--- config.mk ---
export PLATFORM = sky130hd
export DESIGN_NAME = base_n_text_to_integer
export DESIGN_NICKNAME = d
export VERILOG_FILES = /design/src/sv/btoi_pkg.sv /design/src/sv/btoi_alphabet.sv /design/src/sv/base_n_text_to_integer.sv
export SDC_FILE = /design/constraint.sdc
export NUM_CORES = 2
export LEC_CHECK = 0
export BUFFER_PORTS_ARGS = -buffer_cell sky130_fd_sc_hd__buf_4
export CAP_MARGIN = 20
export CORE_ASPECT_RATIO = 0.5
export CORE_MARGIN = 1.5
export CORE_UTILIZATION = 60
export CTS_BUF_LIST = sky130_fd_sc_hd__clkbuf_16
export DETAILED_ROUTE_END_ITERATION = 7
export GPL_ROUTABILITY_DRIVEN = 0
export PLACE_DENSITY = 0.78
export SYNTH_ARGS = -nofsm -noshare
export SYNTH_HDL_FRONTEND = slang
export SYNTH_SLANG_ARGS = --single-unit
--- constraint.sdc ---
create_clock -name clk -period 12.19 [get_ports clk]
set_clock_uncertainty 0.2 [all_clocks]
set_input_delay 0.6095 -clock clk [delete_from_list [all_inputs] [get_ports clk]]
set_output_delay 0.6095 -clock clk [all_outputs]
set_load 0.01 [all_outputs]
--- src/sv/btoi_pkg.sv ---
`default_nettype none

package btoi_pkg;

    // Fixed field widths
    localparam int CH_W      = 8;
    localparam int VALUE_W   = 32;
    localparam int LEN_W     = 5;
    localparam int CFG_W     = 64;
    localparam int CFG_IDX_W = 2;
    localparam int ALPH_W    = 2 * CFG_W;

    // Largest alphabet the register file can hold
    localparam int MAX_DIGITS_DEF = 16;

    // Configuration register indexes
    localparam logic [CFG_IDX_W-1:0] REG_ALPHABET_LENGTH = 2'd0;
    localparam logic [CFG_IDX_W-1:0] REG_ALPHABET_LOW    = 2'd1;
    localparam logic [CFG_IDX_W-1:0] REG_ALPHABET_HIGH   = 2'd2;

    // Character codes
    localparam logic [CH_W-1:0] CH_NUL   = 8'd0;
    localparam logic [CH_W-1:0] CH_TAB   = 8'd9;
    localparam logic [CH_W-1:0] CH_CR    = 8'd13;
    localparam logic [CH_W-1:0] CH_SPACE = 8'd32;
    localparam logic [CH_W-1:0] CH_PLUS  = 8'd43;
    localparam logic [CH_W-1:0] CH_MINUS = 8'd45;
    localparam logic [CH_W-1:0] CH_DEL   = 8'd127;

    // Lookup result for one character against the alphabet
    typedef struct packed {
        logic               alphabet_ok;
        logic               hit;
        logic [LEN_W-2:0]   index;
    } btoi_match_t;

endpackage

`default_nettype wire

--- src/sv/btoi_alphabet.sv ---
`default_nettype none

module btoi_alphabet
    import btoi_pkg::*;
#(
    parameter int MAX_DIGITS = MAX_DIGITS_DEF
)
(
    input  wire logic [LEN_W-1:0]  length,
    input  wire logic [ALPH_W-1:0] chars,
    input  wire logic [CH_W-1:0]   ch,
    output btoi_match_t            result
);

    logic [MAX_DIGITS-1:0] in_use;
    logic [MAX_DIGITS-1:0] bad_char;
    logic [MAX_DIGITS-1:0] dup;
    logic [MAX_DIGITS-1:0] eq;
    logic [CH_W-1:0]       entry [MAX_DIGITS];
    logic                  len_ok;

    always_comb
    begin
        for (int i = 0; i < MAX_DIGITS; i++)
        begin
            entry[i]    = chars[CH_W*i +: CH_W];
            in_use[i]   = (LEN_W'(i) < length);
            bad_char[i] = (entry[i] <= CH_SPACE) || (entry[i] >= CH_DEL)
                          || (entry[i] == CH_PLUS) || (entry[i] == CH_MINUS);
            eq[i]       = in_use[i] && (entry[i] == ch);
        end
        for (int i = 0; i < MAX_DIGITS; i++)
        begin
            dup[i] = 1'b0;
            for (int j = i + 1; j < MAX_DIGITS; j++)
            begin
                if (in_use[j] && (entry[j] == entry[i]))
                begin
                    dup[i] = 1'b1;
                end
            end
        end
    end

    assign len_ok = (length >= LEN_W'(2)) && (length <= LEN_W'(MAX_DIGITS));

    // Lowest matching index wins
    always_comb
    begin
        result.alphabet_ok = len_ok && ((in_use & (bad_char | dup)) == '0);
        result.hit         = |eq;
        result.index       = '0;
        for (int i = MAX_DIGITS - 1; i >= 0; i--)
        begin
            if (eq[i])
            begin
                result.index = (LEN_W-1)'(i);
            end
        end
    end

endmodule

`default_nettype wire

--- src/sv/base_n_text_to_integer.sv ---
`default_nettype none

// Text-to-integer converter with a programmable digit alphabet. Feed one text
// byte per transaction on ch; a zero byte ends the string and produces exactly
// one transaction on value, the parsed signed 32-bit integer (wrapped modulo
// 2^32, or 0 on a malformed string or an invalid alphabet). Leading whitespace
// (bytes 9 to 13 and 32) is skipped, then a run of '+'/'-' sets the sign (each
// '-' flips it), then each byte must match alphabet entry k and updates the
// accumulator to acc * length + k. Any other byte in the digit part poisons
// the string until its terminator. The alphabet is programmed through the
// configuration port: index 0 is the length (data bits 4:0), index 1 holds
// characters 0..7 and index 2 characters 8..15, one byte each, character k at
// bits 8k+7:8k. It is valid only with 2..MAX_DIGITS distinct printable
// characters other than '+' and '-'. Program it only while no string is in
// flight. The block sustains one byte per clock unless held off: a byte is
// registered in ch_reg, then parsed by the alphabet compare plus a 32x5
// multiply-add that closes the state loop, so a result passes through the
// input register and then the output register before it is valid. The
// result sits in that output register; input is held off only when a
// terminator is ready to parse while that register is still full and
// stalled.
module base_n_text_to_integer
    import btoi_pkg::*;
#(
    parameter int MAX_DIGITS = MAX_DIGITS_DEF
)
(
    input  wire logic                      clk,
    input  wire logic                      rst_n,

    input  wire logic                      in_valid,
    output logic                           in_stall,
    input  wire logic [CH_W-1:0]           ch,

    output logic                           out_valid,
    input  wire logic                      out_stall,
    output logic signed [VALUE_W-1:0]      value,

    input  wire logic                      cfg_valid,
    output logic                           cfg_ready,
    input  wire logic [CFG_IDX_W-1:0]      cfg_index,
    input  wire logic [CFG_W-1:0]          cfg_data
);

    typedef enum logic [1:0] {
        PH_SKIP,
        PH_SIGN,
        PH_DIGIT,
        PH_ERROR
    } phase_t;

    // Configuration registers
    logic [LEN_W-1:0]   alphabet_length_reg;
    logic [CFG_W-1:0]   alphabet_low_reg;
    logic [CFG_W-1:0]   alphabet_high_reg;

    // Input register
    logic               ch_valid_reg;
    logic [CH_W-1:0]    ch_reg;

    // Parse state
    phase_t             phase_reg, phase_next;
    logic               negative_reg, negative_next;
    logic [VALUE_W-1:0] acc_reg, acc_next;

    // Output register
    logic               out_valid_reg, out_valid_next;
    logic [VALUE_W-1:0] value_reg, value_next;

    logic               out_free;
    logic               fire;
    logic               take_in;
    btoi_match_t        match;

    assign cfg_ready = 1'b1;

    always_ff @(posedge clk or negedge rst_n)
    begin
        if (!rst_n)
        begin
            alphabet_length_reg <= '0;
            alphabet_low_reg    <= '0;
            alphabet_high_reg   <= '0;
        end
        else if (cfg_valid && cfg_ready)
        begin
            unique case (cfg_index)
                REG_ALPHABET_LENGTH: alphabet_length_reg <= cfg_data[LEN_W-1:0];
                REG_ALPHABET_LOW:    alphabet_low_reg    <= cfg_data;
                REG_ALPHABET_HIGH:   alphabet_high_reg   <= cfg_data;
                default:             ;  // unmapped index: drop the write
            endcase
        end
    end

    btoi_alphabet #(
        .MAX_DIGITS (MAX_DIGITS)
    ) u_alphabet (
        .length (alphabet_length_reg),
        .chars  ({alphabet_high_reg, alphabet_low_reg}),
        .ch     (ch_reg),
        .result (match)
    );

    // A terminator may only be parsed when the output slot frees up this cycle
    assign out_free = !out_valid_reg || !out_stall;
    assign fire     = ch_valid_reg && ((ch_reg != CH_NUL) || out_free);
    assign take_in  = !ch_valid_reg || fire;
    assign in_stall = !take_in;

    always_comb
    begin
        phase_t p;
        logic   used;
        p              = phase_reg;
        used           = 1'b0;
        phase_next     = phase_reg;
        negative_next  = negative_reg;
        acc_next       = acc_reg;
        value_next     = value_reg;
        out_valid_next = out_valid_reg && out_stall;

        if (fire)
        begin
            if (ch_reg == CH_NUL)
            begin
                // Emit result and start over
                if ((phase_reg != PH_ERROR) && match.alphabet_ok)
                begin
                    value_next = negative_reg ? (VALUE_W'(0) - acc_reg) : acc_reg;
                end
                else
                begin
                    value_next = '0;
                end
                out_valid_next = 1'b1;
                phase_next     = PH_SKIP;
                negative_next  = 1'b0;
                acc_next       = '0;
            end
            else
            begin
                if (p == PH_SKIP)
                begin
                    if (((ch_reg >= CH_TAB) && (ch_reg <= CH_CR)) || (ch_reg == CH_SPACE))
                    begin
                        used = 1'b1;
                    end
                    else
                    begin
                        p = PH_SIGN;
                    end
                end
                if (!used && (p == PH_SIGN))
                begin
                    if ((ch_reg == CH_PLUS) || (ch_reg == CH_MINUS))
                    begin
                        used = 1'b1;
                        if (ch_reg == CH_MINUS)
                        begin
                            negative_next = !negative_reg;
                        end
                    end
                    else
                    begin
                        p = PH_DIGIT;
                    end
                end
                if (!used && (p == PH_DIGIT))
                begin
                    if (match.hit)
                    begin
                        acc_next = VALUE_W'(acc_reg * VALUE_W'(alphabet_length_reg))
                                   + VALUE_W'(match.index);
                    end
                    else
                    begin
                        p = PH_ERROR;
                    end
                end
                phase_next = p;
            end
        end
    end

    always_ff @(posedge clk or negedge rst_n)
    begin
        if (!rst_n)
        begin
            ch_valid_reg  <= 1'b0;
            phase_reg     <= PH_SKIP;
            negative_reg  <= 1'b0;
            acc_reg       <= '0;
            out_valid_reg <= 1'b0;
        end
        else
        begin
            if (take_in)
            begin
                ch_valid_reg <= in_valid;
            end
            phase_reg     <= phase_next;
            negative_reg  <= negative_next;
            acc_reg       <= acc_next;
            out_valid_reg <= out_valid_next;
        end
    end

    // Payload registers: load on accept, hold otherwise
    always_ff @(posedge clk)
    begin
        if (take_in && in_valid)
        begin
            ch_reg <= ch;
        end
        value_reg <= value_next;
    end

    assign out_valid = out_valid_reg;
    assign value     = value_reg;

endmodule

`default_nettype wire
==> results.md <==
- Cell Chain, Critical Path: or2_1, a31oi_1, buf_4, nor3_1, nor4_1, a21oi_1, fa_1, ha_1, fa_1, fa_1, a211oi_1, nor3_1, o211ai_1, a211oi_1, o2111ai_1, a31oi_1, or3_1, a32o_1
- VDD IR max: 0.000214 V
- Hold wc startpoint: ch[5]
- Longest Clk Path Bufs: 3
- Final setup viols: 0
- Unique masters post-synth: 74
- Filler Cells Inserted: 3,742
- Die Y: 157 um
- Fin crit share: 58.3%
- GRT Total Usage: 40.2%
- Die X: 310 um
- Post-Syn Instances: 3,223
- Hold path cells: 1
- Yosys reg bits: 210
- Xor-xnor portion of the synthesized cell area: 35.1%
- Register area share after synthesis: 19.3%
- Inserted Clock Buffers: 22
- I/O pin cnt: 114
- CTS root buf: clkbuf_16
- Final Net Count: 3,371
- Worst R2R Setup Slack: 5080 ps
- Synthesized area per cell: 8.78 sq um
- Number of synthesized flops with an enable pin: 40
- Worst r2r dst: acc_reg[30]
- Synthesized-area fraction occupied by adder cells: 8.87%
- H-Tree Depth: 1
- Cell mode on critical path: fa_1
- Highest clock rate: 0.141 GHz
- Final ANT Viol Nets: 0
- Endpoint class of the critical path: flop
- Reg2reg path depth: 18
- Port Buffers: 112
- WHS Endpoint: ch_reg[5]
- Tot Pwr: 5850 uW
- Slowest cell on crit path: nor4_1
- Crit path DAT: 7350 ps
- Most frequent cells in the layout: xnor2_1, buf_4, nand4_1
- Commonest non-fill, non-tap cell in the layout: xnor2_1
- # Post-CTS Setup Buffers: 0
- Fraction of layout cells with a size suffix above 1: 14.7%
- CP bufs+invs: 1
- Clock transition at the registers of the reported paths: 70 ps
- Static Leak: 0.0110 uW
- Largest net degree at the start of global routing: 71
- Largest family of logic cells by synthesized area: XOR/XNOR gates
- Worst-Skew Late Latency: 590 ps
- Post-synth ARST share: 81.0%
- Pwr Density: 195 mW/mm^2
- Max_slew headroom: 19.3%
- Post-detail-place hpwl: 61.7 mm
- Tmin final: 7110 ps
- RSZ-0062 raised after global routing: false
- Max Cap Viol: 0
- Aggregate global routing overflow: 0
- Largest stage delay on the critical path: 980 ps
- CTS tree: built
- Setup_tns: 0 ps
- Synth warn: 0
- Pre-Repair DR Iteration Count: 8
- # clock sinks: 210
- Crit start category: flop
- Via count: 26,035
- Main synth FF type: dfrtp_1
- Crit-path max FO: 7
- Initial Util: 60.6%
- Worst-Margin Slew: 1210 ps
- Row cnt: 56
- Simple-Gate Fraction of Synth Area: 16.7%
- Synth Cell Area: 0.0283 sq mm
- Via density: 6.85
- Failing checks: DRC
- Initial antenna violation count: 1
- Core box area: 0.0467 sq mm
- Status: finished with violations
- Reg2reg start: alphabet_length_reg[1]
- DRC: 23
- Top delay family on crit path: compound AO/OA/AOI/OAI gates
- Area Growth Syn to Fin: 6.13%
- Max Slew Vio Count: 0
- Compound-Gate Fraction of Synth Area: 7.10%
- WL/cell: 25.9 um
- Post-Syn Nets: 3,451
- First DRT Iteration DRCs: 3,802
- Endpoints failing hold: 0
- Hold Path Class: in2reg
- Vias in the first global route: 25,134
- Worst endpoint required time: 12,440 ps
- Final wirelength: 98.5 mm
- First-pass GRT wire length: 149 mm
- Mux cell area share after synthesis: 5.40%
- DIE AREA: 0.0486 sq mm
- Critical Setup Path Class: reg2reg
final cells by class:
| class | instances | area (sq um) | share of cell area (%) |
|---|---|---|---|
| multi-input cells | 2551 | 20800 | 69.1 |
| flip-flops and latches | 210 | 5460 | 18.2 |
| repair buffers | 260 | 1970 | 6.56 |
| diodes | 1 | 2.50 | 0.00833 |
| clock buffers | 22 | 551 | 1.83 |
| clock inverters | 18 | 143 | 0.475 |
| inverters | 98 | 368 | 1.22 |
| well taps | 638 | 798 | 2.66 |
report_power, final:
| group | switching (uW) | internal [uW] | total, uW |
|---|---|---|---|
| clock network | 311 | 370 | 682 |
| registers | 191 | 827 | 1020 |
| logic | 2440 | 1720 | 4150 |
| total | 2940 | 2910 | 5850 |
synth_stat cells (all sizes together), types with 7 or more instances:
| library cell | number | area, sq um |
|---|---|---|
| ha | 63 | 788 |
| o21ai | 60 | 300 |
| nand2b | 11 | 68.8 |
| o41ai | 13 | 114 |
| buf | 293 | 1490 |
| a211o | 8 | 70.1 |
| a41oi | 8 | 70.1 |
| a31oi | 25 | 171 |
| xnor2 | 947 | 8290 |
| a21o | 21 | 158 |
| o22ai | 7 | 43.8 |
| or3 | 22 | 143 |
| a21oi | 48 | 244 |
| nor3 | 140 | 786 |
| o21a | 8 | 60.1 |
| and4 | 8 | 70.1 |
| and3 | 9 | 56.3 |
| nand2 | 171 | 642 |
| nor4 | 73 | 475 |
| o31ai | 20 | 164 |
| clkbuf | 71 | 267 |
| a211oi | 16 | 120 |
| nor3b | 10 | 95.1 |
| a32o | 8 | 80.1 |
| nor2 | 37 | 141 |
| nand4 | 228 | 1430 |
| edfxtp | 40 | 1200 |
| fa | 86 | 1720 |
| nand3 | 33 | 165 |
| xor2 | 188 | 1650 |
| inv | 98 | 368 |
| and2 | 72 | 450 |
| mux2 | 133 | 1500 |
| dfrtp | 170 | 4250 |
| or4 | 8 | 60.1 |
per-layer routing:
layer  GRT usage [%]  vias to the layer above  part of all wire (%)
li1                -                    10725                     -
met1            50.7                    12415                    36
met2            58.5                     2191                    41
met3            15.8                      702                    16
met4            23.0                        2                   7.5
met5               0                        -                 0.026
repair_timing:
item,CTS,global route
hold buffers,1,0
hold endpoints to repair,31,0
gates resized for setup,0,0
kinds of logic (layout without fill, tap and decap cells):
group	count (synthesis)	after routing
xor gates and xnor gates	1135	1135
and+or+nand+nor	843	843
buffers and inverters	462	398
AOI/OAI and AO/OA	287	287
DFF	210	210
adders and majority gates	149	149
muxes	136	136
other	1	2
worst max-delay path by stage:
stage                            from     endpoint  slack (ps)  cells after the start
6_report       alphabet_length_reg[1]  acc_reg[30]        5080                     18
5_1_grt        alphabet_length_reg[1]  acc_reg[30]        4980                     18
4_1_cts        alphabet_length_reg[1]  acc_reg[30]        5290                     21
3_5_place_dp   alphabet_length_reg[1]  acc_reg[30]        5320                     21
3_3_place_gp   alphabet_length_reg[1]  acc_reg[30]        5470                     18
2_1_floorplan  alphabet_length_reg[4]  acc_reg[27]        6590                     20
through the flow:
step / hold WS [ps] / worst slack (ps) / cell area, sq um / utilization (%) / cells
floorplan: 114 / 6590 / 28300 / - / 3223
global placement: 314 / 5470 / 29300 / 62.7 / 3753
detailed placement: 316 / 5320 / 29300 / 62.7 / 3753
CTS: 14.0 / 5290 / 30000 / 64.2 / 3794
global route: 17.8 / 4980 / 30000 / 64.3 / 3797
finish: 24.5 / 5080 / 30000 / 64.3 / 3798
No activity file was read; power rests on OpenSTA's default activity.
